## src/rtl/bpq_pkg.sv

```systemverilog
package bpq_pkg;

   localparam int unsigned IdWidth       = 16;
   localparam int unsigned ValueWidth    = 8;
   localparam int unsigned PriWidth      = 4;
   localparam int unsigned StatusWidth   = 3;
   localparam int unsigned OccupWidth    = 4;

   localparam logic FUNC_INSERT = 1'b0;
   localparam logic FUNC_REMOVE = 1'b1;

   localparam logic [StatusWidth-1:0] STATUS_INSERTED = 3'd0;
   localparam logic [StatusWidth-1:0] STATUS_EVICTED  = 3'd1;
   localparam logic [StatusWidth-1:0] STATUS_DROPPED  = 3'd2;
   localparam logic [StatusWidth-1:0] STATUS_REMOVED  = 3'd3;
   localparam logic [StatusWidth-1:0] STATUS_EMPTY    = 3'd4;

   typedef enum logic {
      S_IDLE,
      S_EXEC
   } bpq_state_type;

   typedef struct packed {
      logic capture;
      logic execute;
   } bpq_cmd_type;

endpackage

```

## src/rtl/bpq_ctrl.sv

```systemverilog
module bpq_ctrl
   import bpq_pkg::*;
(
   input  logic        clock,
   input  logic        reset,
   input  logic        req_valid,
   output logic        req_stall,
   output logic        rsp_valid,
   input  logic        rsp_stall,
   output bpq_cmd_type cmd
);

   bpq_state_type state_ff, state_in;
   logic          rsp_valid_ff, rsp_valid_in;

   always_comb begin
      state_in = state_ff;
      unique case (state_ff)
         S_IDLE: begin
            if (req_valid) state_in = S_EXEC;
         end
         S_EXEC: begin
            if (!rsp_valid_ff || !rsp_stall) state_in = S_IDLE;
         end
         default: state_in = S_IDLE;
      endcase
   end

   always_comb begin
      req_stall   = 1'b1;
      cmd.capture = 1'b0;
      cmd.execute = 1'b0;
      unique case (state_ff)
         S_IDLE: begin
            req_stall   = 1'b0;
            cmd.capture = req_valid;
         end
         S_EXEC: begin
            cmd.execute = !rsp_valid_ff || !rsp_stall;
         end
         default: ;
      endcase
   end

   // hold result until taken
   assign rsp_valid_in = cmd.execute | (rsp_valid_ff & rsp_stall);
   assign rsp_valid    = rsp_valid_ff;

   always_ff @(posedge clock) begin
      if (reset) begin
         state_ff     <= S_IDLE;
         rsp_valid_ff <= 1'b0;
      end else begin
         state_ff     <= state_in;
         rsp_valid_ff <= rsp_valid_in;
      end
   end

endmodule

```

## src/rtl/bpq_datapath.sv

```systemverilog
module bpq_datapath
   import bpq_pkg::*;
#(
   parameter int unsigned DEPTH = 8
)
(
   input  logic                   clock,
   input  logic                   reset,
   input  bpq_cmd_type            cmd,
   input  logic                   req_func,
   input  logic [IdWidth-1:0]     req_item_id,
   input  logic [ValueWidth-1:0]  req_item_value,
   input  logic [PriWidth-1:0]    req_item_priority,
   output logic [StatusWidth-1:0] rsp_status,
   output logic [IdWidth-1:0]     rsp_out_id,
   output logic [ValueWidth-1:0]  rsp_out_value,
   output logic [PriWidth-1:0]    rsp_out_priority,
   output logic [OccupWidth-1:0]  rsp_occupancy
);

   localparam int unsigned CW = $clog2(DEPTH + 1);
   localparam logic [CW-1:0] Full = CW'(DEPTH);

   logic                  func_ff;
   logic [IdWidth-1:0]    id_ff;
   logic [ValueWidth-1:0] value_ff;
   logic [PriWidth-1:0]   pri_ff;

   logic [CW-1:0] count_ff, count_in;

   logic [IdWidth-1:0]    slot_id_ff       [DEPTH];
   logic [ValueWidth-1:0] slot_value_ff    [DEPTH];
   logic [PriWidth-1:0]   slot_priority_ff [DEPTH];
   logic [IdWidth-1:0]    slot_id_in       [DEPTH];
   logic [ValueWidth-1:0] slot_value_in    [DEPTH];
   logic [PriWidth-1:0]   slot_priority_in [DEPTH];

   logic [StatusWidth-1:0] status_ff, status_in;
   logic [IdWidth-1:0]     out_id_ff, out_id_in;
   logic [ValueWidth-1:0]  out_value_ff, out_value_in;
   logic [PriWidth-1:0]    out_pri_ff, out_pri_in;

   logic [DEPTH-1:0] le;
   logic [DEPTH-1:0] le_prev;
   logic             empty;
   logic             full;
   logic             evict;
   logic [CW+3:0]    count_ext;

   always_comb begin
      for (int k = 0; k < DEPTH; k++) begin
         le[k] = (CW'(k) < count_ff) && (slot_priority_ff[k] <= pri_ff);
      end
   end

   assign le_prev = {le[DEPTH-2:0], 1'b1};
   assign empty   = (count_ff == '0);
   assign full    = (count_ff == Full);
   assign evict   = pri_ff < slot_priority_ff[DEPTH-1];

   always_comb begin
      slot_id_in       = slot_id_ff;
      slot_value_in    = slot_value_ff;
      slot_priority_in = slot_priority_ff;
      count_in         = count_ff;
      status_in        = STATUS_INSERTED;
      out_id_in        = '0;
      out_value_in     = '0;
      out_pri_in       = '0;
      if (func_ff == FUNC_REMOVE) begin
         if (empty) begin
            status_in = STATUS_EMPTY;
         end else begin
            status_in    = STATUS_REMOVED;
            out_id_in    = slot_id_ff[0];
            out_value_in = slot_value_ff[0];
            out_pri_in   = slot_priority_ff[0];
            count_in     = count_ff - CW'(1);
            // advance every entry toward the head
            for (int k = 0; k < DEPTH - 1; k++) begin
               slot_id_in[k]       = slot_id_ff[k+1];
               slot_value_in[k]    = slot_value_ff[k+1];
               slot_priority_in[k] = slot_priority_ff[k+1];
            end
         end
      end else if (!full || evict) begin
         if (full) begin
            status_in    = STATUS_EVICTED;
            out_id_in    = slot_id_ff[DEPTH-1];
            out_value_in = slot_value_ff[DEPTH-1];
            out_pri_in   = slot_priority_ff[DEPTH-1];
         end else begin
            count_in = count_ff + CW'(1);
         end
         if (!le[0]) begin
            slot_id_in[0]       = id_ff;
            slot_value_in[0]    = value_ff;
            slot_priority_in[0] = pri_ff;
         end
         for (int k = 1; k < DEPTH; k++) begin
            if (!le[k] && le_prev[k]) begin
               slot_id_in[k]       = id_ff;
               slot_value_in[k]    = value_ff;
               slot_priority_in[k] = pri_ff;
            end else if (!le[k]) begin
               slot_id_in[k]       = slot_id_ff[k-1];
               slot_value_in[k]    = slot_value_ff[k-1];
               slot_priority_in[k] = slot_priority_ff[k-1];
            end
         end
      end else begin
         status_in = STATUS_DROPPED;
      end
   end

   always_ff @(posedge clock) begin
      if (reset) begin
         count_ff <= '0;
      end else if (cmd.execute) begin
         count_ff <= count_in;
      end
   end

   always_ff @(posedge clock) begin
      if (cmd.capture) begin
         func_ff  <= req_func;
         id_ff    <= req_item_id;
         value_ff <= req_item_value;
         pri_ff   <= req_item_priority;
      end
      if (cmd.execute) begin
         slot_id_ff       <= slot_id_in;
         slot_value_ff    <= slot_value_in;
         slot_priority_ff <= slot_priority_in;
         status_ff        <= status_in;
         out_id_ff        <= out_id_in;
         out_value_ff     <= out_value_in;
         out_pri_ff       <= out_pri_in;
      end
   end

   assign count_ext = {4'b0000, count_ff};

   assign rsp_status       = status_ff;
   assign rsp_out_id       = out_id_ff;
   assign rsp_out_value    = out_value_ff;
   assign rsp_out_priority = out_pri_ff;
   assign rsp_occupancy    = count_ext[OccupWidth-1:0];

endmodule

```

## src/rtl/bounded_priority_queue.sv

```systemverilog
// Channel   Direction  Handshake               Payload
// req       in         req_valid / req_stall   func, item_id, item_value, item_priority
// rsp       out        rsp_valid / rsp_stall   status, out_id, out_value, out_priority,
//                                              occupancy
//
// Each request is first captured, then executed in the parallel compare and shift
// across all DEPTH entry cells.
// The result sits in an output register; a new request is captured while it waits,
// but its execute cycle holds until the previous result is taken.
// Synchronous active-high reset empties the queue; entry contents are not cleared.
module bounded_priority_queue
   import bpq_pkg::*;
#(
   parameter int unsigned DEPTH = 8
)
(
   input  logic                   clock,
   input  logic                   reset,
   input  logic                   req_valid,
   output logic                   req_stall,
   input  logic                   req_func,
   input  logic [IdWidth-1:0]     req_item_id,
   input  logic [ValueWidth-1:0]  req_item_value,
   input  logic [PriWidth-1:0]    req_item_priority,
   output logic                   rsp_valid,
   input  logic                   rsp_stall,
   output logic [StatusWidth-1:0] rsp_status,
   output logic [IdWidth-1:0]     rsp_out_id,
   output logic [ValueWidth-1:0]  rsp_out_value,
   output logic [PriWidth-1:0]    rsp_out_priority,
   output logic [OccupWidth-1:0]  rsp_occupancy
);

   bpq_cmd_type cmd;

   bpq_ctrl u_ctrl (
      .clock     (clock),
      .reset     (reset),
      .req_valid (req_valid),
      .req_stall (req_stall),
      .rsp_valid (rsp_valid),
      .rsp_stall (rsp_stall),
      .cmd       (cmd)
   );

   bpq_datapath #(
      .DEPTH (DEPTH)
   ) u_datapath (
      .clock             (clock),
      .reset             (reset),
      .cmd               (cmd),
      .req_func          (req_func),
      .req_item_id       (req_item_id),
      .req_item_value    (req_item_value),
      .req_item_priority (req_item_priority),
      .rsp_status        (rsp_status),
      .rsp_out_id        (rsp_out_id),
      .rsp_out_value     (rsp_out_value),
      .rsp_out_priority  (rsp_out_priority),
      .rsp_occupancy     (rsp_occupancy)
   );

endmodule

```

## config.mk

```make
export PLATFORM = sky130hd
export DESIGN_NAME = bounded_priority_queue
export DESIGN_NICKNAME = d
export VERILOG_FILES = /design/src/rtl/bpq_pkg.sv /design/src/rtl/bpq_ctrl.sv /design/src/rtl/bpq_datapath.sv /design/src/rtl/bounded_priority_queue.sv
export SDC_FILE = /design/constraint.sdc
export NUM_CORES = 1
export LEC_CHECK = 0
export BUFFER_PORTS_ARGS = -buffer_cell sky130_fd_sc_hd__buf_2
export CORE_MARGIN = 5
export CORE_UTILIZATION = 65
export DETAILED_ROUTE_END_ITERATION = 12
export PLACE_DENSITY = 0.95
export SYNTH_ARGS = -nofsm -noshare
export SYNTH_HDL_FRONTEND = slang
export SYNTH_SLANG_ARGS = --single-unit
export TNS_END_PERCENT = 10
```

## constraint.sdc

```tcl
create_clock -name clock -period 13.65 [get_ports clock]
set_clock_uncertainty 0.1 [all_clocks]
set_input_delay 0 -clock clock [delete_from_list [all_inputs] [get_ports clock]]
set_output_delay 0 -clock clock [all_outputs]
set_load 0.01 [all_outputs]
```

* After elaboration in Yosys (flattened, before gate mapping)
Index checks and enable logic that the tools add are counted.
** Word-level totals
- Register bits after elaboration :: 290
- Bits of input ports :: 33
- Output and inout port bits :: 37
- Logic and storage cells :: 187
** Operators by class
- $add $sub $neg :: 2
- Order comparisons :: 17
- Equal/unequal tests :: 11
- Mux-type cells :: 80
- Bitwise gates (word level) :: 4
- Reductions and logical operators :: 38
** Operators with widths (count)
- 2-to-1 mux 16 bit :: 19
- 2-to-1 mux 112 bit :: 2
- 2-to-1 mux 8 bit :: 19
- 2-to-1 mux 128 bit :: 1
- 2-to-1 mux 56 bit :: 2
- 2-to-1 mux 4 bit :: 23
- 2-to-1 mux 64 bit :: 1
- 2-to-1 mux 28 bit :: 2
- AND reduction 4 bit :: 9
- <= comparator 4 bit :: 8
- 2-to-1 mux 32 bit :: 1
- != test 3 x 2 -> 1 bit (second input constant) :: 6
- < comparator 3 x 4 -> 1 bit (first input constant) :: 4
- logical AND 1 bit :: 15
- logical NOT 1 bit :: 10
- 2-to-1 mux 3 bit :: 3
- < comparator 1 x 4 -> 1 bit (first input constant) :: 2
- < comparator 2 x 4 -> 1 bit (first input constant) :: 2
- 2-to-1 mux 1 bit :: 6
- adder 4 x 1 -> 4 bit (second input constant) :: 1
- equality test 4 bit (second input constant) :: 1
- logical NOT 4 bit :: 1
- < comparator 4 bit :: 1
- != test 2 x 1 -> 1 bit (second input constant) :: 2
- 8 further kinds :: 11

* Logic depth before layout (Yosys ltp)
Gate-level depths: netlist of run 1.
- Depth after elaboration :: 7
- Gate-level depth with buffers :: 11

* Cells and area by module
A second synthesis of run 1 with hierarchy kept.
** Unflattened totals
- Cell total of the unflattened synthesis :: 1126
- Area total of the unflattened synthesis :: 14408.8 um^2
** Modules (own cells, without submodules)
- bpq_datapath :: times used 1, cells each 1117, area each 14316.2 um^2
- bpq_ctrl :: times used 1, cells each 9, area each 92.6 um^2

* Least setup slack after synthesis of run 1
OpenSTA, ideal clock, no wires.
- Path type :: register -> register
- From :: reg u_datapath.pri_ff[3]
- To :: reg u_datapath.slot_id_ff[100] in the netlist's numbering (enable)
- Setup time :: 456 ps
- Data arrival time :: 4012 ps
- Setup slack :: 9082 ps
- Stages on the path, launching flop included :: 9
- Path buffers :: 1
- Cell sequence :: edfxtp_1 > clkbuf_1 > inv_1 > ha_1 > nand2_1 > o21ai_1 > o22ai_2 > a211oi_1 > a21boi_0
** On the way
- Longest elaborated chain between the ends :: 6
- Elaborated cells between the ends (all ways) :: 11
- Classes of those cells :: 3 x order compare; 1 x eq/ne; 7 x reduce/logical
** Ends and longest elaborated chain
- start: declaration :: RTL line bpq_datapath.sv:27 : logic [PriWidth-1:0] pri_ff;
- start signal: assignment :: RTL line bpq_datapath.sv:129 : pri_ff <= req_item_priority;
- <= comparator 4 bit :: RTL line bpq_datapath.sv:52 : le[k] = (CW'(k) < count_ff) && (slot_priority_ff[k] <= pri_ff);
- logical AND 1 bit :: RTL line bpq_datapath.sv:52
- logical NOT 1 bit :: RTL line bpq_datapath.sv:101 : if (!le[k] && le_prev[k]) begin
- logical AND 1 bit :: RTL line bpq_datapath.sv:101
- != test 3 x 2 -> 1 bit (no source line)
- AND reduction 4 bit (no source line) (*)
- end signal: assignment :: RTL line bpq_datapath.sv:132 : slot_id_ff <= slot_id_in;
- end: declaration :: RTL line bpq_datapath.sv:31 : logic [IdWidth-1:0] slot_id_ff [DEPTH];
Mark *: on every way between the ends. The rest lies on a longest branch, timed or not.
A chain may end at the register's enable or synchronous reset.

* Final worst setup path of run 1
- From :: reg u_datapath.pri_ff[3]
- To :: reg u_datapath.slot_priority_ff[5] in the netlist's numbering (enable)
** On the way
- Longest elaborated chain between the ends :: 6
- Elaborated cells between the ends (all ways) :: 11
- Classes of those cells :: 3 x order compare; 1 x eq/ne; 7 x reduce/logical
** Ends and longest elaborated chain
- <= comparator 4 bit :: RTL line bpq_datapath.sv:52
- logical AND 1 bit :: RTL line bpq_datapath.sv:52
- logical NOT 1 bit :: RTL line bpq_datapath.sv:101
- logical AND 1 bit :: RTL line bpq_datapath.sv:101
- != test 3 x 2 -> 1 bit (no source line)
- AND reduction 4 bit (no source line) (*)
- end signal: assignment :: RTL line bpq_datapath.sv:134 : slot_priority_ff <= slot_priority_in;
- end: declaration :: RTL line bpq_datapath.sv:33 : logic [PriWidth-1:0] slot_priority_ff [DEPTH];
Marked as above.

==> results.json, run 1 <==
{
  "cts_resized": 0,
  "firstDrtPassIters": 7,
  "io_buffers": 69,
  "avgSynthCellArea_sq_um": 12.7,
  "clockBufferDepth": 3,
  "cts_setup_buffers": 0,
  "utilization_pct": 73.5,
  "drtAntennaViolNets": 0,
  "start_util_pct": 66.0,
  "synthDistinctLibCells": 52,
  "hold_violations": 0,
  "reg2reg_depth": 8,
  "grt_pass1_vias": 10047,
  "die_area_sq_um": 25100,
  "period_needed_ps": 4170,
  "fmax_ghz": 0.240,
  "cts_tree": "done",
  "fp.dieW_um": 159,
  "dpl_cell_area_sq_um": 14700,
  "place_congestion": 0.958,
  "postCtsHoldBufs": 32,
  "htree_levels": 1,
  "syn_inst": 1131,
  "synth_top_area_share_pct": 59.4,
  "min_from": "req_item_id[12]",
  "critPathKind": "reg2reg",
  "synthFlopType": "edfxtp_1",
  "setup_viol": 0,
  "layout.nets": 1250,
  "drc": 0,
  "synthTopCellsByArea": "edfxtp_1, mux2i_1, nand2_1, o21ai_1, a22o_1",
  "tightest_slew_ps": 1360,
  "ys_ff_latch": 290,
  "drt_first_iter_violations": 1597,
  "crit_required_ps": 13770,
  "rr_startpoint": "u_datapath.pri_ff[3]",
  "startpoint_type": "flop",
  "dp_hpwl_um": 20400,
  "final_common_cell": "edfxtp_1",
  "final_area_sq_um": 16000,
  "status": "completed",
  "async_flop_share_pct": 0,
  "cts_sinks": 290,
  "cpMaxStageDelayCell": "a211oi_1",
  "fin_setup_tns_ps": 0,
  "syn-num-nets": 1200,
  "report.final.slew_viol_count": 0,
  "grt.total_usage_pct": 29.2,
  "vias_per_cell": 6.87,
  "grt_pass1_wl_um": 56600,
  "path_delay_family": "compound AO/OA/AOI/OAI gates",
  "p_leak_uw": 0.00639,
  "critPathCaptureType": "flop",
  "worst-path-buf-inv": 2,
  "wirelength_um": 37100,
  "layout_common_cells": "edfxtp_1, nand2_1, mux2i_1",
  "stdcell_count": 1479,
  "rsz0062_at_grt": "no",
  "path_max_fanout": 16,
  "antenna_found_initial": 0,
  "grt_max_degree": 113,
  "relSlewSlack_pct": 8.94,
  "synth_warnings": 0,
  "worstPathCellList": "inv_1 -> ha_1 -> nand2_1 -> o21ai_1 -> o22ai_2 -> a211oi_1 -> o21a_1 -> buf_4",
  "drv_cap": 0,
  "synth_top_area_cell": "edfxtp_1",
  "wl_per_cell_um": 25.1,
  "num_vias": 10168,
  "peakVddDrop_v": 0.000105,
  "crit_path_start": "u_datapath.pri_ff[3]",
  "cp.arrival_ps": 4290,
  "ios": 70,
  "min_path_type": "in2reg",
  "die_height_um": 159,
  "cts-root-buf": "clkbuf_16",
  "cp.depth": 8,
  "whs_path_depth": 2,
  "clock_latency_ps": 550,
  "clk_pin_slew_ps": 60,
  "fin_crit_sh_pct": 30.5,
  "synth.cell_area_sq_um": 14400,
  "overflow": 0,
  "synth_seq_area_share_pct": 60.3,
  "rows": 54,
  "cts_buffers": 30,
  "placed_cells": 1397,
  "p_per_area_nw_per_um2": 142,
  "area_growth_pct": 11.4,
  "core_sq_um": 21800,
  "n_antenna_cell": 0,
  "slowest_delay_ps": 820,
  "layout-drive-gt1-share_pct": 14.9,
  "synth-edff-count": 284
}
per-layer routing:
metal,vias to the layer above,track usage [%],wire length (um)
li1,4306,-,-
met1,4827,39.6,13500
met2,904,47.3,17400
met3,131,6.12,4750
met4,0,10.8,1420
met5,-,0,0
cells by family (layout without fill, tap and decap cells):
family	after synthesis	count (layout)	synth area share, %
simple gates	223	223	6.99
buf+inv	117	185	3.98
compound gates	265	265	11.5
mux	197	197	14.0
flops	290	290	60.3
fa+ha+maj	36	36	3.14
xor+xnor	3	3	0.183
worst paths after layout:
kind | end | slack (ps)
setup / recovery | u_datapath.slot_priority_ff[5] | 9480
hold / removal | u_datapath.id_ff[12] | 50
setup reg to reg | u_datapath.slot_priority_ff[5] | 9480
hold reg to reg | u_datapath.rsp_out_id[0] | 460
registers in the layout (all words and copies together) (netlist names):
name and cells:
u_ctrl.state_ff 1, u_datapath.rsp_out_id 16, u_datapath.slot_priority_ff 32, u_datapath.pri_ff 4, u_datapath.rsp_out_value 8, u_datapath.slot_id_ff 128
u_datapath.rsp_status 3, u_datapath.value_ff 8, u_datapath.func_ff 1, u_datapath.rsp_occupancy 4, u_datapath.slot_value_ff 64, u_ctrl.rsp_valid 1
u_datapath.rsp_out_priority 4, u_datapath.id_ff 16
final cells by class:
cell class | count | area, sq um
sequential | 290 | 8650
fill | 1279 | 5780
multi-input combinational | 724 | 5200
clock buffer | 36 | 795
timing repair buffer | 116 | 778
tap | 280 | 350
clock inverter | 14 | 141
inverter | 19 | 71.3
through the flow:
step                      hold WS [ps]  setup slack (ps)  power [uW]
after floorplan                  -30.9              9080        1360
after global placement            78.0              9850        1440
after detailed placement          78.1              9590        1460
after CTS                         42.1              9530        2260
after global routing              55.5              9310        2340
final                             50.0              9480        2270
cells in the mapped netlist (6+ instances only):
cell,n
edfxtp_1,284
o22ai_1,6
ha_1,36
dfxtp_1,6
buf_4,7
nor2_1,9
inv_1,19
a21oi_1,15
nand4b_1,6
mux2i_1,169
buf_6,6
nand2_1,171
buf_2,17
nand3_1,10
o21ai_0,51
a22o_1,54
mux2_2,28
clkbuf_1,65
o21ai_1,116
power by group:
| group | switching [uW] | internal [uW] | leakage (uW) | total, uW |
|---|---|---|---|---|
| logic | 220 | 130 | 0.00323 | 349 |
| registers | 47.8 | 1070 | 0.00270 | 1120 |
| clock network | 337 | 465 | 0.000458 | 803 |
| total | 605 | 1670 | 0.00639 | 2270 |
Note: power is estimated with default switching activity, not from simulation.
==> run 2, diff against run 1 <==
- CORE_UTILIZATION: 65 -> 56
- PLACE_DENSITY: 0.95 -> 0.88
- clock period: 13.65 -> 3.5 ns (I/O delays scaled with it)
==> run 2 against run 1 <==
Effect of this change: critical path depth is 2 higher; maximum frequency is 36% higher; hold slack worse by 9.4 ps.
==> results.json, run 2 (same netlist as run 1, synthesis figures left out) <==
{
  "dr.max_layer_used": "met4",
  "relSlewSlack_pct": 27.6,
  "rsz0062_at_grt": "no",
  "grt_pass1_wl_um": 54000,
  "worst-path-buf-inv": 3,
  "num-fill-cells": 1770,
  "layout.nets": 1272,
  "wl_met2_um": 16500,
  "clk_pin_slew_ps": 60,
  "num_vias": 9733,
  "cts_buffers": 30,
  "whs_endpoint": "u_datapath.id_ff[10]",
  "drc": 0,
  "reg2reg_depth": 10,
  "wl_met1_um": 14400,
  "wl_met3_um": 3170,
  "cts_sinks": 290,
  "cp.arrival_ps": 3240,
  "drt_first_iter_violations": 1268,
  "layout-drive-gt1-share_pct": 16.7,
  "whs_path_depth": 2,
  "p_leak_uw": 0.00653,
  "reg2reg_to": "u_datapath.slot_priority_ff[16]",
  "utilization_pct": 64.8,
  "largest_register_ffs": 128,
  "overflow": 0,
  "area_growth_pct": 13.6,
  "final_common_cell": "edfxtp_1",
  "antenna_found_initial": 0,
  "cpMaxStageDelayCell": "edfxtp_1",
  "grt_max_degree": 188,
  "wl_per_cell_um": 22.7,
  "tightest_slew_ps": 1080,
  "fin_setup_tns_ps": 0,
  "p_per_area_nw_per_um2": 530,
  "io_buffers": 69,
  "core_sq_um": 25200,
  "multi_input_area_sq_um": 5200,
  "crit_required_ps": 3680,
  "die_height_um": 170,
  "rr_startpoint": "u_datapath.pri_ff[3]",
  "ios": 70,
  "fp.dieW_um": 170,
  "place_congestion": 0.942,
  "layout_common_cells": "edfxtp_1, nand2_1, mux2i_1",
  "path_delay_family": "buffers and inverters",
  "startpoint_type": "flop",
  "hold_violations": 0,
  "drtAntennaViolNets": 0,
  "path_max_fanout": 10,
  "largest_register": "u_datapath.slot_id_ff",
  "fmax_ghz": 0.327,
  "reg2reg_slack_ps": 440,
  "grt.total_usage_pct": 23.8,
  "final_area_sq_um": 16300,
  "min_from": "req_item_id[10]",
  "clockBufferDepth": 3,
  "status": "completed",
  "cts-root-buf": "clkbuf_16",
  "min_path_type": "in2reg",
  "seqCellArea_sq_um": 8650,
  "drv_cap": 0,
  "n_antenna_cell": 0,
  "worstPathCellList": "inv_1 -> buf_4 -> ha_1 -> a21oi_1 -> nand3_1 -> o2bb2ai_4 -> nand2b_2 -> buf_12 -> mux2i_1 -> o22ai_1",
  "critPathKind": "reg2reg",
  "setup_viol": 0,
  "firstDrtPassIters": 5,
  "start_util_pct": 57.0,
  "vias_per_cell": 6.26,
  "cts_resized": 0,
  "wirelength_um": 35300,
  "period_needed_ps": 3060,
  "htree_levels": 1,
  "fin_crit_sh_pct": 87.5,
  "cts_tree": "done",
  "critPathCaptureType": "flop",
  "report.final.slew_viol_count": 0,
  "reg_top3": "u_datapath.slot_id_ff: 128 flops, u_datapath.slot_value_ff: 64 flops, u_datapath.slot_priority_ff: 32 flops",
  "clock_latency_ps": 560,
  "peakVddDrop_v": 0.000364,
  "dp_hpwl_um": 20400,
  "slowest_delay_ps": 510,
  "grt_pass1_vias": 9682,
  "die_area_sq_um": 28900,
  "rows": 58,
  "dpl_cell_area_sq_um": 15100
}
## run 2: layout make-up
cell class	instances	area share (%)
Tap cell	330	2.53
Clock inverter	21	0.691
Timing Repair Buffer	138	6.71
Sequential cell	290	53.0
Clock buffer	34	4.70
Inverter	19	0.437
Multi-Input combinational cell	724	31.9
## run 2: what timing repair did
item | CTS | global route
hold buffers | 32 | 0
buffers inserted | 0 | 0
hold endpoints to repair | 64 | 0
## run 2: per-stage QoR
stage | std cells | hold WS, ps | power [uW] | setup slack [ps]
after floorplan | 1131 | -30.9 | 5300 | -352
after global placement | 1469 | 78.4 | 5690 | 586
after detailed placement | 1469 | 78.1 | 5750 | 508
after CTS | 1556 | 19.4 | 8660 | 485
after global routing | 1556 | 39.9 | 8950 | 338
final | 1556 | 40.6 | 8640 | 439
## run 2: worst reg2reg max path: cells and delay by family (launching register included)
kind	cells	cell delay [ps]
and+or+nand+nor	2	560
buffers and inverters	3	640
DFF	1	510
AOI/OAI and AO/OA	3	460
adders and majority gates	1	340
muxes	1	170
## run 2: worst max path at each step
stage / cells past startpoint / to / from / slack [ps]
global placement: 8 / u_datapath.slot_id_ff[11] / u_datapath.pri_ff[1] / 590
floorplan: 8 / u_datapath.slot_id_ff[32] / u_datapath.pri_ff[3] / -350
detailed placement: 8 / u_datapath.slot_id_ff[14] / u_datapath.pri_ff[1] / 510
finish: 10 / u_datapath.slot_priority_ff[16] / u_datapath.pri_ff[3] / 440
global route: 9 / u_datapath.slot_value_ff[17] / u_datapath.pri_ff[1] / 340
CTS: 8 / u_datapath.slot_value_ff[2] / u_datapath.pri_ff[1] / 480
## run 2: layer usage
metal	GRT usage, %	vias up
met2	38.3	489
met5	0	-
li1	-	4374
met1	31.7	4785
met3	5.25	85
met4	9.31	0
## run 2: power by group
group | total, uW | internal (uW) | switching (uW)
combinational | 1390 | 556 | 835
sequential | 4350 | 4180 | 176
clock | 2890 | 1560 | 1330
total | 8640 | 6300 | 2340
